<file path="config.mk">
export PLATFORM = sky130hd
export DESIGN_NAME = ipc_clear_seq
export DESIGN_NICKNAME = d
export VERILOG_FILES = /design/src/incremental_palindrome_check_macros.svh /design/src/ipc_pkg.sv /design/src/ipc_clear_seq.sv
export SDC_FILE = /design/constraint.sdc
export NUM_CORES = 1
export LEC_CHECK = 0
export BUFFER_PORTS_ARGS = -buffer_cell sky130_fd_sc_hd__buf_2
export CORE_AREA = 10 10 47 49
export DETAILED_ROUTE_END_ITERATION = 10
export DIE_AREA = 0 0 57 59
export PLACE_DENSITY = 0.69
export SKIP_CTS_REPAIR_TIMING = 1
export SLEW_MARGIN = 20
export SYNTH_ARGS = -nofsm -noshare
export SYNTH_HDL_FRONTEND = slang
export SYNTH_SLANG_ARGS = --single-unit
export TNS_END_PERCENT = 100
</file>
<file path="constraint.sdc">
create_clock -name clk_i -period 1.26 [get_ports clk_i]
set_clock_uncertainty 0.05 [all_clocks]
set_input_delay 0.189 -clock clk_i [delete_from_list [all_inputs] [get_ports clk_i]]
set_output_delay 0.189 -clock clk_i [all_outputs]
set_load 0.03 [all_outputs]
</file>
<file path="src/incremental_palindrome_check_macros.svh">
// Assertion macros for the RTL file that carries checks (ipc_update.sv).
`ifndef INCREMENTAL_PALINDROME_CHECK_MACROS_SVH
`define INCREMENTAL_PALINDROME_CHECK_MACROS_SVH

`ifndef NO_ASSERTIONS

`define IPC_ASSERT(label, prop) \
  label: assert property (@(posedge clk_i) disable iff (!rst_ni) prop) \
    else $error("assertion failed");

`define IPC_ASSERT_NEVER(label, cond) \
  label: assert property (@(posedge clk_i) disable iff (!rst_ni) !(cond)) \
    else $error("forbidden condition seen");

`else

`define IPC_ASSERT(label, prop)

`define IPC_ASSERT_NEVER(label, cond)

`endif

`endif

</file>
<file path="src/ipc_pkg.sv">
package ipc_pkg;

  localparam int POS_W     = 10;
  localparam int CHAR_W    = 8;
  localparam int LEN_W     = 11;
  localparam int CNT_OUT_W = 10;
  localparam int LEN_RESET = 1024;

  typedef enum logic {
    IPC_CLEAR,
    IPC_RUN
  } ipc_state_e;

  typedef struct packed {
    logic                 all_match;
    logic [CNT_OUT_W-1:0] mismatched_pairs;
    logic                 position_error;
  } ipc_result_t;

endpackage

</file>
<file path="src/ipc_clear_seq.sv">
module ipc_clear_seq
  import ipc_pkg::*;
#(
  parameter int DEPTH = 1024,
  parameter int AW    = 10
) (
  input  logic          clk_i,
  input  logic          rst_ni,
  input  logic          start_i,
  output logic          busy_o,
  output logic [AW-1:0] addr_o
);

  ipc_state_e    state_q, state_d;
  logic [AW-1:0] addr_q, addr_d;

  always_ff @(posedge clk_i or negedge rst_ni) begin
    if (!rst_ni) begin
      state_q <= IPC_CLEAR;
      addr_q  <= '0;
    end else begin
      state_q <= state_d;
      addr_q  <= addr_d;
    end
  end

  always_comb begin
    state_d = state_q;
    addr_d  = addr_q;
    busy_o  = 1'b0;
    unique case (state_q)
      IPC_CLEAR: begin
        busy_o = 1'b1;
        if (start_i) begin
          addr_d = '0;
        end else if (addr_q == AW'(DEPTH - 1)) begin
          state_d = IPC_RUN;
          addr_d  = '0;
        end else begin
          addr_d = addr_q + AW'(1);
        end
      end
      IPC_RUN: begin
        if (start_i) begin
          state_d = IPC_CLEAR;
          addr_d  = '0;
        end
      end
      default: begin
        state_d = IPC_CLEAR;
        addr_d  = '0;
      end
    endcase
  end

  assign addr_o = addr_q;

endmodule

</file>
==> impl_results.rst <==
.. list-table::
   :header-rows: 1

   * - Metric
     - Value
   * - Switching power of the nets
     - 0.217 mW
   * - Number of instances in the synthesized netlist
     - 62
   * - Largest net degree at the start of global routing
     - 12
   * - Vias in the first global route
     - 605
   * - Number of unique standard cell types used by synthesis
     - 22
   * - Proportion of layout cells with a drive suffix above 1
     - 54.2%
   * - Setup TNS
     - -0.603 ns
   * - Number of max-slew violations in the final report
     - 0
   * - Placed cell count
     - 105
   * - Cell taking the most area after synthesis
     - sky130_fd_sc_hd__dfrtp_1
   * - Internal Power
     - 0.550 mW
   * - Die outline area
     - 0.00336 mm²
   * - Final ANT Viol Nets
     - 0
   * - Yosys warnings
     - 0
   * - Area fraction of the dominant cell type after synthesis
     - 48.5%
   * - Sequential Area
     - 287 µm²
   * - Finish-stage setup viols
     - 7
   * - Share of the clock period used by the worst path after layout
     - 110%
   * - Fmax
     - 0.719 GHz
   * - Rows
     - 14
   * - Power per unit of standard cell area
     - 855 mW/mm²
   * - Worst supply voltage drop on vdd
     - 0.758 mV
   * - Setup crit start kind
     - flop
   * - Root buffer selected by CTS
     - sky130_fd_sc_hd__clkbuf_4
   * - Y dimension of the die
     - 59 µm
   * - Result of the run
     - finished, violations left
   * - Most common cell after layout, fill and taps aside
     - sky130_fd_sc_hd__buf_4
   * - WL per Instance
     - 13.2 µm
   * - Clk Latency, worst-skew pair
     - 0.27 ns
   * - Max-cap check violation count
     - 0
   * - Multi-input combinational cell area
     - 323 µm²
   * - Clock buffers created by TritonCTS
     - 3
   * - Final-layout fill cell count
     - 136
   * - Weighted congestion at the end of routability-driven global placement
     - 0.749
   * - Required @ worst endpoint
     - 1.36 ns
   * - Final core utilization
     - 64.0%
   * - Via-per-instance ratio
     - 5.14
   * - Sinks on Clock Net
     - 11
   * - Synthesis-to-finish area growth
     - 57.9%
   * - P_leak
     - 0.387 nW
   * - Core area
     - 0.00140 mm²
   * - Number of detailed-route iterations in the first pass
     - 3
   * - Starting DRT DRC Count
     - 6
   * - Number of endpoints with negative hold slack in the final report
     - 0
   * - HPWL after DPL
     - 1120 µm
   * - Maximum count of clock buffers along a single path
     - 2
   * - RSZ-0062 raised after global routing
     - yes
   * - Sequential share of power
     - 50.3%
   * - Crit. End Element
     - flop
   * - Highest fanout seen on the critical path
     - 4
   * - Netlist area before placement
     - 568 µm²
   * - Residual overflow from global routing
     - 0
   * - Combinational fraction of design power
     - 17.5%
   * - Average cell area after synthesis
     - 9.16 µm²
   * - Clock tree from TritonCTS
     - yes
   * - Num ports
     - 14
   * - Fraction of power consumed by the clock network
     - 32.3%
   * - Flip-flop and latch count after synthesis
     - 11
   * - Switching Fraction
     - 28.2%
   * - Part of the Yosys area used for sequential elements
     - 48.5%
   * - Net count, final
     - 101
   * - Fin cells
     - 112
   * - First-pass GRT wire length
     - 2620 µm
   * - Antenna violations before repair
     - 0
   * - Signal arrival time at the worst endpoint
     - 1.50 ns
   * - Effective utilization at floorplan
     - 40.5%
   * - Violations in the final reports
     - setup timing
   * - DR vias
     - 576
   * - Worst-margin pin slew
     - 0.234 ns
   * - Most used cells in the layout excluding fill and tap cells
     - sky130_fd_sc_hd__buf_4 (17), sky130_fd_sc_hd__dfrtp_2 (9), sky130_fd_sc_hd__nor2_1 (8), sky130_fd_sc_hd__buf_2 (8), sky130_fd_sc_hd__nand3_1 (6)
   * - Count of buffers from port buffering
     - 13
   * - Biggest area contributors in the synthesized netlist
     - sky130_fd_sc_hd__dfrtp_1 (48%), sky130_fd_sc_hd__xnor2_1 (6.2%), sky130_fd_sc_hd__nand3_1 (5.3%), sky130_fd_sc_hd__nor2_1 (5.3%), sky130_fd_sc_hd__a21oi_1 (4.4%)
   * - Min Clock Period, post-route
     - 1.39 ns
   * - Kind of critical path
     - flop to flop
   * - DR DRC count
     - 0
   * - Hold/Removal Path Class
     - input port to flop
   * - Post-synthesis net count
     - 66
   * - Normalized max-slew margin
     - 84.3%
   * - H-Tree Depth
     - 1
   * - Post-detailed-routing wire length
     - 1480 µm
   * - Post-layout total power
     - 0.767 mW
   * - Final setup margin
     - -0.132 ns
   * - X dimension of the die
     - 57 µm
   * - Ant. Diodes
     - 0
   * - Clock transition at path regs
     - 0.07 ns
   * - Total global routing track utilization
     - 9.67%
-- path summary, 6_finish.rpt --
kind / from / endpoint / slack [ns] / depth (start not counted)
hold reg to reg: addr_o[4] / addr_o[4] / 0.55 / 2
min in group asynchronous: rst_ni / state_q / 0.26 / 2
setup / recovery: addr_o[0] / addr_o[5] / -0.13 / 5
setup reg to reg: addr_o[0] / addr_o[5] / -0.13 / 5
max in group asynchronous: rst_ni / addr_o[2] / 0.69 / 2
hold / removal: start_i / addr_o[6] / 0.18 / 2
-- Yosys cell counts --
cell	n
sky130_fd_sc_hd__a21oi_1	5
sky130_fd_sc_hd__a31oi_1	2
sky130_fd_sc_hd__and2_1	1
sky130_fd_sc_hd__and3_1	2
sky130_fd_sc_hd__and4_2	1
sky130_fd_sc_hd__clkbuf_1	1
sky130_fd_sc_hd__dfrtp_1	11
sky130_fd_sc_hd__ha_1	1
sky130_fd_sc_hd__inv_1	2
sky130_fd_sc_hd__nand2_1	5
sky130_fd_sc_hd__nand3_1	6
sky130_fd_sc_hd__nand3_2	1
sky130_fd_sc_hd__nand3b_1	1
sky130_fd_sc_hd__nand4_1	3
sky130_fd_sc_hd__nor2_1	8
sky130_fd_sc_hd__nor2b_1	1
sky130_fd_sc_hd__nor3_1	2
sky130_fd_sc_hd__nor4_1	1
sky130_fd_sc_hd__or2_4	1
sky130_fd_sc_hd__or3_1	2
sky130_fd_sc_hd__xnor2_1	4
sky130_fd_sc_hd__xor2_1	1
-- per-layer routing --
| layer | up-vias | global-route usage, % | share of wire, % |
|---|---|---|---|
| met5 | - | 0 | 0 |
| met4 | 0 | 6.71 | 1.5 |
| met3 | 4 | 2.79 | 5.9 |
| met2 | 10 | 15.2 | 45 |
| met1 | 271 | 11.1 | 47 |
| li1 | 291 | - | - |
-- through the flow --
step	hold WS [ns]	worst slack (ns)	cell area (µm²)
finish	0.185	-0.132	897
global route	0.189	-0.218	897
CTS	-0.275	-0.135	823
detailed placement	0.0216	-0.122	797
global placement	0.0235	-0.0882	797
floorplan	-0.157	-0.159	603
-- power by group through the flow --
| stage | registers, mW | logic [mW] | clock network, mW |
|---|---|---|---|
| after global routing | 0.388 | 0.148 | 0.266 |
| after detailed placement | 0.393 | 0.120 | 0 |
| after CTS | 0.386 | 0.120 | 0.253 |
| final | 0.386 | 0.134 | 0.247 |
| after global placement | 0.392 | 0.118 | 0 |
| after floorplan | 0.425 | 0.0333 | 0 |
-- worst max-delay path: stages (launching register included) --
cell and delay (ns):
sky130_fd_sc_hd__dfrtp_2 0.41, sky130_fd_sc_hd__ha_4 0.14, sky130_fd_sc_hd__and4_4 0.23, sky130_fd_sc_hd__nand4_1 0.21, sky130_fd_sc_hd__nand3_1 0.16, sky130_fd_sc_hd__a31oi_1 0.08
-- cells by family after synthesis --
kind of cell	count (synthesis)	share of synthesized area (%)
buffers and inverters	3	1.98
XOR/XNOR	5	7.71
flip-flops	11	48.5
AND/OR/NAND/NOR	35	33.0
AO/OA/AOI/OAI	7	6.61
adder cells (fa/ha/maj)	1	2.20
-- registers in the layout, indices dropped and copies added, names as in the netlist --
register  cells
addr_o       10
state_q       1
-- final cells by class --
class,count,share of cell area [%]
clock buffers,4,2.93
inverters,2,0.837
multi-input cells,48,36.0
flip-flops and latches,11,31.9
well taps,16,2.23
repair buffers,31,26.1
(Power assumes the default switching activity.)
