## src/incremental_palindrome_check_macros.svh

```systemverilog
// Assertion macros for the RTL file that carries checks (ipc_update.sv).
`ifndef INCREMENTAL_PALINDROME_CHECK_MACROS_SVH
`define INCREMENTAL_PALINDROME_CHECK_MACROS_SVH

`ifndef NO_ASSERTIONS

`define IPC_ASSERT(label, prop) \
  label: assert property (@(posedge clk_i) disable iff (!rst_ni) prop) \
    else $error("assertion failed");

`define IPC_ASSERT_NEVER(label, cond) \
  label: assert property (@(posedge clk_i) disable iff (!rst_ni) !(cond)) \
    else $error("forbidden condition seen");

`else

`define IPC_ASSERT(label, prop)

`define IPC_ASSERT_NEVER(label, cond)

`endif

`endif

```

## src/ipc_pkg.sv

```systemverilog
package ipc_pkg;

  localparam int POS_W     = 10;
  localparam int CHAR_W    = 8;
  localparam int LEN_W     = 11;
  localparam int CNT_OUT_W = 10;
  localparam int LEN_RESET = 1024;

  typedef enum logic {
    IPC_CLEAR,
    IPC_RUN
  } ipc_state_e;

  typedef struct packed {
    logic                 all_match;
    logic [CNT_OUT_W-1:0] mismatched_pairs;
    logic                 position_error;
  } ipc_result_t;

endpackage

```

## src/ipc_update.sv

```systemverilog
`include "incremental_palindrome_check_macros.svh"

module ipc_update
  import ipc_pkg::*;
#(
  parameter int MAX_LENGTH = 1024,
  parameter int AW         = 10
) (
  input  logic              clk_i,
  input  logic              rst_ni,
  input  logic              clear_i,
  input  logic              acc_i,
  input  logic [AW-1:0]     pos_addr_i,
  input  logic [AW-1:0]     mir_addr_i,
  input  logic [CHAR_W-1:0] char_i,
  input  logic              err_i,
  input  logic              mid_i,
  input  logic [CHAR_W-1:0] rd_pos_i,
  input  logic [CHAR_W-1:0] rd_mir_i,
  input  logic              out_stall_i,
  output logic              busy_o,
  output logic              we_o,
  output logic [AW-1:0]     waddr_o,
  output logic [CHAR_W-1:0] wdata_o,
  output logic              out_valid_o,
  output ipc_result_t       result_o
);

  localparam int CNT_W = $clog2(MAX_LENGTH / 2 + 1);

  logic              s1_valid_q;
  logic [AW-1:0]     s1_pos_q;
  logic [AW-1:0]     s1_mir_q;
  logic [CHAR_W-1:0] s1_char_q;
  logic              s1_err_q;
  logic              s1_mid_q;
  logic              fwd_valid_q;
  logic [AW-1:0]     fwd_addr_q;
  logic [CHAR_W-1:0] fwd_data_q;
  logic [CNT_W-1:0]  count_q, count_d;
  logic              out_valid_q;
  ipc_result_t       out_q, out_d;

  logic              out_free;
  logic              s1_adv;
  logic [CHAR_W-1:0] cur_pos;
  logic [CHAR_W-1:0] cur_mir;
  logic              old_match;
  logic              new_match;
  logic              pair_upd;
  logic [31:0]       count_ext;

  assign out_free = !out_valid_q || !out_stall_i;
  assign s1_adv   = s1_valid_q && out_free;
  assign busy_o   = s1_valid_q && !out_free;

  // take the write that landed while this transaction's reads were issued
  assign cur_pos = (fwd_valid_q && fwd_addr_q == s1_pos_q) ? fwd_data_q : rd_pos_i;
  assign cur_mir = (fwd_valid_q && fwd_addr_q == s1_mir_q) ? fwd_data_q : rd_mir_i;

  assign old_match = (cur_pos == cur_mir);
  assign new_match = (s1_char_q == cur_mir);
  assign pair_upd  = !s1_err_q && !s1_mid_q;

  always_comb begin
    count_d = count_q;
    if (pair_upd && old_match && !new_match) begin
      count_d = count_q + CNT_W'(1);
    end else if (pair_upd && !old_match && new_match) begin
      count_d = count_q - CNT_W'(1);
    end
  end

  assign count_ext = 32'(count_d);

  always_comb begin
    out_d.all_match        = (count_d == '0);
    out_d.mismatched_pairs = count_ext[CNT_OUT_W-1:0];
    out_d.position_error   = s1_err_q;
  end

  assign we_o    = s1_adv && !s1_err_q;
  assign waddr_o = s1_pos_q;
  assign wdata_o = s1_char_q;

  always_ff @(posedge clk_i or negedge rst_ni) begin
    if (!rst_ni) begin
      s1_valid_q  <= 1'b0;
      fwd_valid_q <= 1'b0;
      count_q     <= '0;
      out_valid_q <= 1'b0;
    end else begin
      if (acc_i) begin
        s1_valid_q  <= 1'b1;
        fwd_valid_q <= we_o;
      end else if (s1_adv) begin
        s1_valid_q <= 1'b0;
      end
      if (clear_i) begin
        count_q <= '0;
      end else if (s1_adv) begin
        count_q <= count_d;
      end
      if (s1_adv) begin
        out_valid_q <= 1'b1;
      end else if (!out_stall_i) begin
        out_valid_q <= 1'b0;
      end
    end
  end

  always_ff @(posedge clk_i) begin
    if (acc_i) begin
      s1_pos_q   <= pos_addr_i;
      s1_mir_q   <= mir_addr_i;
      s1_char_q  <= char_i;
      s1_err_q   <= err_i;
      s1_mid_q   <= mid_i;
      fwd_addr_q <= s1_pos_q;
      fwd_data_q <= s1_char_q;
    end
    if (s1_adv) begin
      out_q <= out_d;
    end
  end

  assign out_valid_o = out_valid_q;
  assign result_o    = out_q;

  `IPC_ASSERT(a_match_flag, out_valid_q |-> (out_q.all_match == (out_q.mismatched_pairs == '0)))
  `IPC_ASSERT(a_err_keeps_count, (s1_adv && s1_err_q && !clear_i) |=> $stable(count_q))
  `IPC_ASSERT(a_clear_zeroes_count, clear_i |=> (count_q == '0))
  `IPC_ASSERT_NEVER(a_cnt_range, count_q > CNT_W'(MAX_LENGTH / 2))

endmodule

```

## config.mk

```make
export PLATFORM = sky130hd
export DESIGN_NAME = ipc_update
export DESIGN_NICKNAME = d
export VERILOG_FILES = /design/src/ipc_pkg.sv /design/src/ipc_update.sv
export VERILOG_INCLUDE_DIRS = /design/src /design/src/src
export SDC_FILE = /design/constraint.sdc
export NUM_CORES = 1
export LEC_CHECK = 0
export BUFFER_PORTS_ARGS = -buffer_cell sky130_fd_sc_hd__buf_2
export CORE_MARGIN = 1.5
export CORE_UTILIZATION = 50
export CTS_CLUSTER_SIZE = 25
export DETAILED_ROUTE_END_ITERATION = 8
export GPL_ROUTABILITY_DRIVEN = 0
export PLACE_DENSITY_LB_ADDON = 0.08
export SLEW_MARGIN = 30
export SYNTH_ARGS = -nofsm -noshare
export SYNTH_HDL_FRONTEND = slang
export SYNTH_SLANG_ARGS = --single-unit
```

## constraint.sdc

```tcl
create_clock -name clk_i -period 9 [get_ports clk_i]
set_input_delay 1.35 -clock clk_i [delete_from_list [all_inputs] [get_ports clk_i]]
set_output_delay 1.35 -clock clk_i [all_outputs]
set_load 0.05 [all_outputs]
```

==> results of run 1 <==
-- state kept, by name, summed over array words and instances (netlist names) --
signal	flops
s1_mid_q	1
count_q	10
fwd_data_q	8
waddr_o	10
fwd_addr_q	10
s1_err_q	1
fwd_valid_q	1
wdata_o	8
s1_valid_q	1
s1_mir_q	10
result_o	12
out_valid_o	1
-- worst max-delay path by stage --
stage | start | endpoint | slack, ns
3_5_place_dp | rd_pos_i[0] | result_o[11]$_DFFE_PP_ | 4.67
6_report | fwd_addr_q[5]$_DFFE_PP_ | result_o[11]$_DFFE_PP_ | 4.86
4_1_cts | fwd_addr_q[6]$_DFFE_PP_ | result_o[11]$_DFFE_PP_ | 4.86
3_3_place_gp | rd_pos_i[7] | result_o[11]$_DFFE_PP_ | 4.70
5_1_grt | fwd_addr_q[2]$_DFFE_PP_ | result_o[11]$_DFFE_PP_ | 4.50
2_1_floorplan | rd_mir_i[1] | result_o[11]$_DFFE_PP_ | 5.32
-- power breakdown --
part	total, W	internal (W)	switching [W]
clock	0.000303	0.000184	0.000119
sequential	0.000411	0.000393	0.0000182
combinational	0.000121	0.0000426	0.0000781
total	0.000835	0.000620	0.000215
-- placed cells by master (no fill, tap or decap), drive strengths merged, types with 6 or more instances in the layout --
| cell type | count |
|---|---|
| and3 | 6 |
| nand4 | 12 |
| edfxtp | 60 |
| xnor2 | 48 |
| dfrtp | 13 |
| nand2 | 20 |
| xor2 | 8 |
| mux2i | 10 |
| clkbuf | 11 |
| buf | 83 |
| and2 | 13 |
| o21ai | 23 |
| nor2 | 28 |
| nand3 | 7 |
| or2 | 7 |
-- cells by family after synthesis --
group | after synthesis | synth area share (%)
buffers and inverters | 16 | 2.156
AND/OR/NAND/NOR | 116 | 16.88
XOR/XNOR | 56 | 13.21
AO/OA/AOI/OAI | 41 | 6.503
multiplexers | 12 | 3.302
flip-flops | 73 | 57.28
adder cells (fa/ha/maj) | 2 | 0.6737
-- metal layers --
metal	wire length, um	track usage, %	up-vias
li1	-	-	1302
met1	3312	25.18	1199
met2	3238	28.57	70
met3	355	4.155	9
met4	104	7.133	0
met5	0	0	-
-- area by class of cell --
class,count,area [um^2]
clock buffers,11,131.4
clock inverters,5,103.9
fillers,622,2779
inverters,5,18.77
multi-input cells,227,1513
flip-flops and latches,73,2127
well taps,99,123.9
repair buffers,83,417.9
-- per-stage QoR --
| step | std cells | total power, W |
|---|---|---|
| floorplan | 316 | 0.0004988 |
| CTS | 503 | 0.0008450 |
| global placement | 487 | 0.0005382 |
| global route | 503 | 0.0008677 |
| detailed placement | 487 | 0.0005403 |
| finish | 503 | 0.0008349 |
-- synth_stat cells, types with 2 or more instances --
| library cell | count |
|---|---|
| a211o_1 | 5 |
| a21oi_1 | 4 |
| a31oi_1 | 4 |
| and2_1 | 13 |
| and3_1 | 6 |
| and4_1 | 4 |
| buf_4 | 3 |
| clkbuf_1 | 5 |
| dfrtp_1 | 13 |
| edfxtp_1 | 60 |
| ha_1 | 2 |
| inv_1 | 5 |
| mux2_2 | 2 |
| mux2i_1 | 10 |
| nand2_1 | 20 |
| nand2b_1 | 2 |
| nand3_1 | 7 |
| nand4_1 | 12 |
| nor2_1 | 28 |
| nor2b_1 | 2 |
| nor3_1 | 3 |
| nor3_2 | 2 |
| o21ai_0 | 19 |
| o21ai_1 | 4 |
| or2_2 | 6 |
| or3_1 | 5 |
| or4_1 | 2 |
| xnor2_1 | 48 |
| xor2_1 | 8 |
==> out/metrics.yaml, run 1 <==
p_leak_nw: 1.719
setup-violations-final: 0
synth.distinct_cells: 41
ys_seq_elements: 73
drc_errors: 0
syn_area_um2: 3714
maxSlewViolCount: 0
rsz0062_at_grt: "false"
critPathRequiredTime_ns: 9.18
r2r_cells: 11
postSynthCellCount: 316
hold_buffers: 0
utilization_pct: 61.48
skew_ns: 0.008615
nets: 452
overflow: 0
postCtsSetupBuffers: 0
clock-sinks: 73
path_delay_family: "simple AND/OR/NAND/NOR gates"
synthArstFlopShare_pct: 17.81
vias: 2580
grt_max_degree: 51
coreArea_um2: 7214
die_x_um: 89.18
holdPathEnd: "out_valid_o$_DFFE_PN0P_"
cts-resized-gates: 0
p_per_area_nw_per_um2: 188.2
drv_cap: 0
crit_chain: "xnor2_1 -> nand4_1 -> nor3_4 -> mux2i_1 -> and4_1 -> and4_1 -> nand3_1 -> mux2_2 -> xnor2_1 -> or3_1 -> nor4_2"
htree_num_levels: 3
critical_path.max_fanout: 22
final_cell_area_um2: 4436
r2r_end: "result_o[11]$_DFFE_PP_"
place_area_um2: 4200
holdWs_ns: 0.5038
root_buffer: "clkbuf_8"
whs_path_depth: 1
syn_avg_cell_area_um2: 11.75
cts_buffers: 9
max_stage_delay_ns: 0.80
grt_pass1_wl_um: 10920
min_path_type: "reg -> reg"
hp-start: "s1_valid_q$_DFFE_PN0P_"
grt_pass1_vias: 2287
rows: 31
dp_hpwl_um: 5054
clkTransAtPathRegs_ns: 0.08
diodes: 0
viasPerCell: 5.129
area_growth_pct: 19.44
die_h_um: 89.18
fmax_mhz: 241.5
synth_nets: 369
yosysSeqAreaShare_pct: 57.28
insertion_delay_ns: 0.34
peakVddDrop_mv: 0.1316
setup_tns_ns: 0
crit_slowest_cell: "mux2i_1"
ys.flop_type: "edfxtp_1"
cp.depth: 11
cts_tree: "yes"
finalCritPeriodShare_pct: 46.02
ioPinCount: 84
min_period_ns: 4.142
track_usage_pct: 18.36
drtAntennaViolNets: 0
timing.rr.start: "fwd_addr_q[5]$_DFFE_PP_"
rrSetupSlack_ns: 4.86
path_class: "reg -> reg"
critPathArrivalTime_ns: 4.32
status: "finished, final reports clean"
wl_per_cell_um: 13.94
synth_edf_count: 60
crit_path_start_kind: "flip-flop"
end_kind: "flip-flop"
finalWorstSetupSlack_ns: 4.858
ctsLongestPathBuffers: 2
initial_core_util_pct: 51.47
antenna_found_initial: 0
synth_area_leader_cell: "edfxtp_1"
slew_headroom_pct: 41.31
synth_top_area_share_pct: 48.52
io_buffers: 83
tightest_slew_ns: 0.8558
layout-drive-gt1-share_pct: 26.73
wl_um: 7011
yosysWarnings: 0
dieArea_um2: 7953
drt_iter0_drc: 126
path_buf_inv: 0
dp_slack_ns: 4.673
finalHoldViolations: 0
synthTopCellsByArea: "edfxtp_1 (49%), xnor2_1 (11%), dfrtp_1 (8.8%)"
dr.pass1.iters: 6
Power figures use the tool's default switching activity.
==> run 2: changes to the inputs <==
ABC_AREA = 1   (was default)
clock period = 4.1 ns   (was 9 ns; I/O delays follow)
==> run 2 against run 1 <==
Effect of this change: die area is 18% higher; sequential share of layout area decreased by 6.8 points; sequential power increased by 120%; synthesized area grew 19%; wire length up 41%; count of clock-buffer cells in the layout is the same; hold slack got worse by 0.35 ns; highest routed layer unchanged; setup slack got worse by 3.8 ns.
==> out/metrics.yaml, run 2 <==
synth_edf_count: 60
cts_tree: "yes"
root_buffer: "clkbuf_8"
syn_avg_cell_area_um2: 7.695
antenna_found_initial: 0
p_leak_nw: 2.793
grt_max_degree: 52
end_kind: "flip-flop"
grtUsageMet1_pct: 30.33
mostFrequentLayoutCells: "nand2_1 (242), buf_2 (82), inv_1 (78), edfxtp_1 (60), nand3_1 (57)"
critPathArrivalTime_ns: 3.14
setup_tns_ns: 0
setup-violations-final: 0
tightest_slew_ns: 0.7093
r2r_cells: 21
crit_top_cell: "nand2_1"
slew_headroom_pct: 52.54
dp_cells: 762
crit_chain: "inv_2 -> nand2_1 -> nand2_1 -> nor3b_4 -> nand2_4 -> nand2_1 -> nand2_2 -> nand2_1 -> nand2_1 -> nor2_1 -> nand2_1 -> nor2_4 -> nand3_4 -> inv_4 -> nand2_2 -> nand2_1 -> nand2_1 -> nand2_2 -> nor2_1 -> nand2_1 -> nor2_2"
syn_area_um2: 4402
grt_pass1_vias: 3652
grt_pass1_wl_um: 16810
drt_iter0_drc: 284
mostFrequentLayoutCell: "nand2_1"
rsz0062_at_grt: "false"
multi_input_comb_area_um2: 1934
critical_path.max_fanout: 10
postCtsSetupBuffers: 0
drtAntennaViolNets: 0
yosysMostFrequentCell: "nand2_1"
synth.distinct_cells: 29
max_stage_delay_ns: 0.50
synthTopCellsByArea: "edfxtp_1 (41%), nand2_1 (21%), dfrtp_1 (7.4%)"
dr.pass1.iters: 5
skew_ns: 0.009774
dp_hpwl_um: 7717
synth_top_family_by_area: "simple AND/OR/NAND/NOR gates"
finalHoldViolations: 0
peakVddDrop_mv: 0.2187
cts_buffers: 9
ys_seq_elements: 73
critPathRequiredTime_ns: 4.21
crit_path_start_kind: "flip-flop"
final_cell_area_um2: 5165
layout.cells.non_filler: 778
diodes: 0
area_growth_pct: 17.34
die_h_um: 96.83
min_period_ns: 3.021
layout.area.seq_um2: 2127
p_per_area_nw_per_um2: 345.4
postSynthCellCount: 572
synthArstFlopShare_pct: 17.81
use_met3_pct: 5.564
vias: 3891
synth_mux_area_share_pct: 0
maxSlewViolCount: 0
timing.rr.start: "fwd_addr_q[8]$_DFFE_PP_"
insertion_delay_ns: 0.35
yosysWarnings: 0
io_buffers: 83
dieArea_um2: 9375
synth_area_leader_cell: "edfxtp_1"
nets: 718
yosysSeqAreaShare_pct: 48.32
wl_um: 9918
synth-compound-area-share_pct: 1.933
ioPinCount: 84
ctsLongestPathBuffers: 2
die_x_um: 96.83
drc_errors: 0
viasPerCell: 5.001
fmax_mhz: 331.0
wl_per_cell_um: 12.75
rrSetupSlack_ns: 1.08
clock-sinks: 73
top_usage_layer: "met2"
r2r_end: "result_o[11]$_DFFE_PP_"
synth_fa_ha_area_share_pct: 0.5685
track_usage_pct: 22.28
cts-resized-gates: 0
place_area_um2: 4951
grt.met2_usage_pct: 34.91
coreArea_um2: 8636
synth_nets: 625
initial_core_util_pct: 50.97
largest_reg_flops: 12
fillCellCount: 756
ys.flop_type: "edfxtp_1"
layout-drive-gt1-share_pct: 21.19
synth_common_cells: "nand2_1 (242), inv_1 (78), edfxtp_1 (60)"
synth_top_area_share_pct: 40.93
htree_num_levels: 3
status: "finished, final reports clean"
yosys.area_share.simple_pct: 39.06
hold_buffers: 0
crit_slowest_cell: "nor3b_4"
drv_cap: 0
finalCritPeriodShare_pct: 73.69
min_path_type: "in -> async"
overflow: 0
rows: 34
path_class: "reg -> reg"
synth_xor_area_share_pct: 2.388
clkTransAtPathRegs_ns: 0.08
## run 2: changes by cell type after synthesis, moves of 6 or more
| cell | before | now |
|---|---|---|
| nand2_1 | 20 | 242 |
| inv_1 | 5 | 78 |
| nand3_1 | 7 | 57 |
| xnor2_1 | 48 | 1 |
| and2_1 | 13 | 0 |
| inv_2 | 0 | 10 |
| mux2i_1 | 10 | 0 |
| o21ai_0 | 19 | 9 |
| nand2_2 | 0 | 9 |
| nand4_1 | 12 | 5 |
| nor2_1 | 28 | 35 |
| and3_1 | 6 | 0 |
| nor2_4 | 0 | 6 |
## run 2: worst max-delay path, delay by kind of cell (launching register included)
| kind | cells | cell delay, ns |
|---|---|---|
| simple gates | 19 | 2.10 |
| flops | 1 | 0.42 |
| buf+inv | 2 | 0.25 |
## run 2: power breakdown
part / leakage (nW) / internal (W) / switching [W] / total [W]
Sequential: 0.761 / 0.000859 / 0.0000341 / 0.000893
Clock: 0.111 / 0.000299 / 0.000287 / 0.000585
Combinational: 1.92 / 0.0000818 / 0.000224 / 0.000306
Total: 2.79 / 0.00124 / 0.000545 / 0.00178
## run 2: how the worst max path moves through the flow
stage                                  startpoint  slack, ns  cells after the start                      to
after detailed placement  fwd_addr_q[8]$_DFFE_PP_       1.06                     21  result_o[11]$_DFFE_PP_
after global placement    fwd_addr_q[8]$_DFFE_PP_       1.12                     19  result_o[11]$_DFFE_PP_
final                     fwd_addr_q[8]$_DFFE_PP_       1.08                     21  result_o[11]$_DFFE_PP_
after global routing      fwd_addr_q[8]$_DFFE_PP_       0.73                     21  result_o[11]$_DFFE_PP_
after floorplan              waddr_o[9]$_DFFE_PP_       1.40                     21  result_o[11]$_DFFE_PP_
after CTS                 fwd_addr_q[8]$_DFFE_PP_       1.06                     21  result_o[11]$_DFFE_PP_
## run 2: kinds of logic (layout without fill, tap and decap cells)
group                      count (synthesis)  count (layout)
AOI/OAI and AO/OA                         16              16
xor gates and xnor gates                  12              12
DFF                                       73              73
and+or+nand+nor                          379             379
buffers and inverters                     90             188
adders and majority gates                  2               2
## run 2: cell type report
| cell class | count | area share (%) |
|---|---|---|
| clock inverter | 5 | 0.7752 |
| multi-input combinational | 409 | 37.45 |
| tap | 108 | 2.616 |
| timing repair buffer | 83 | 8.091 |
| clock buffer | 11 | 3.367 |
| inverter | 89 | 6.516 |
| sequential | 73 | 41.18 |
## run 2: through the flow
| stage | hold slack (ns) | util (%) | setup slack (ns) | total power [W] |
|---|---|---|---|---|
| 2_1_floorplan | 0.3194 | - | 1.396 | 0.001116 |
| 3_3_place_gp | 0.4666 | 57.30 | 1.124 | 0.001211 |
| 3_5_place_dp | 0.4668 | 57.33 | 1.063 | 0.001217 |
| 4_1_cts | 0.1506 | 59.81 | 1.055 | 0.001807 |
| 5_1_grt | 0.1623 | 59.81 | 0.7290 | 0.001871 |
| 6_report | 0.1548 | 59.81 | 1.079 | 0.001784 |
## run 2: layer usage
layer	up-vias	wire [um]
li1	1998	-
met1	1734	4303
met2	150	4711
met3	9	800
met4	0	102
met5	-	0
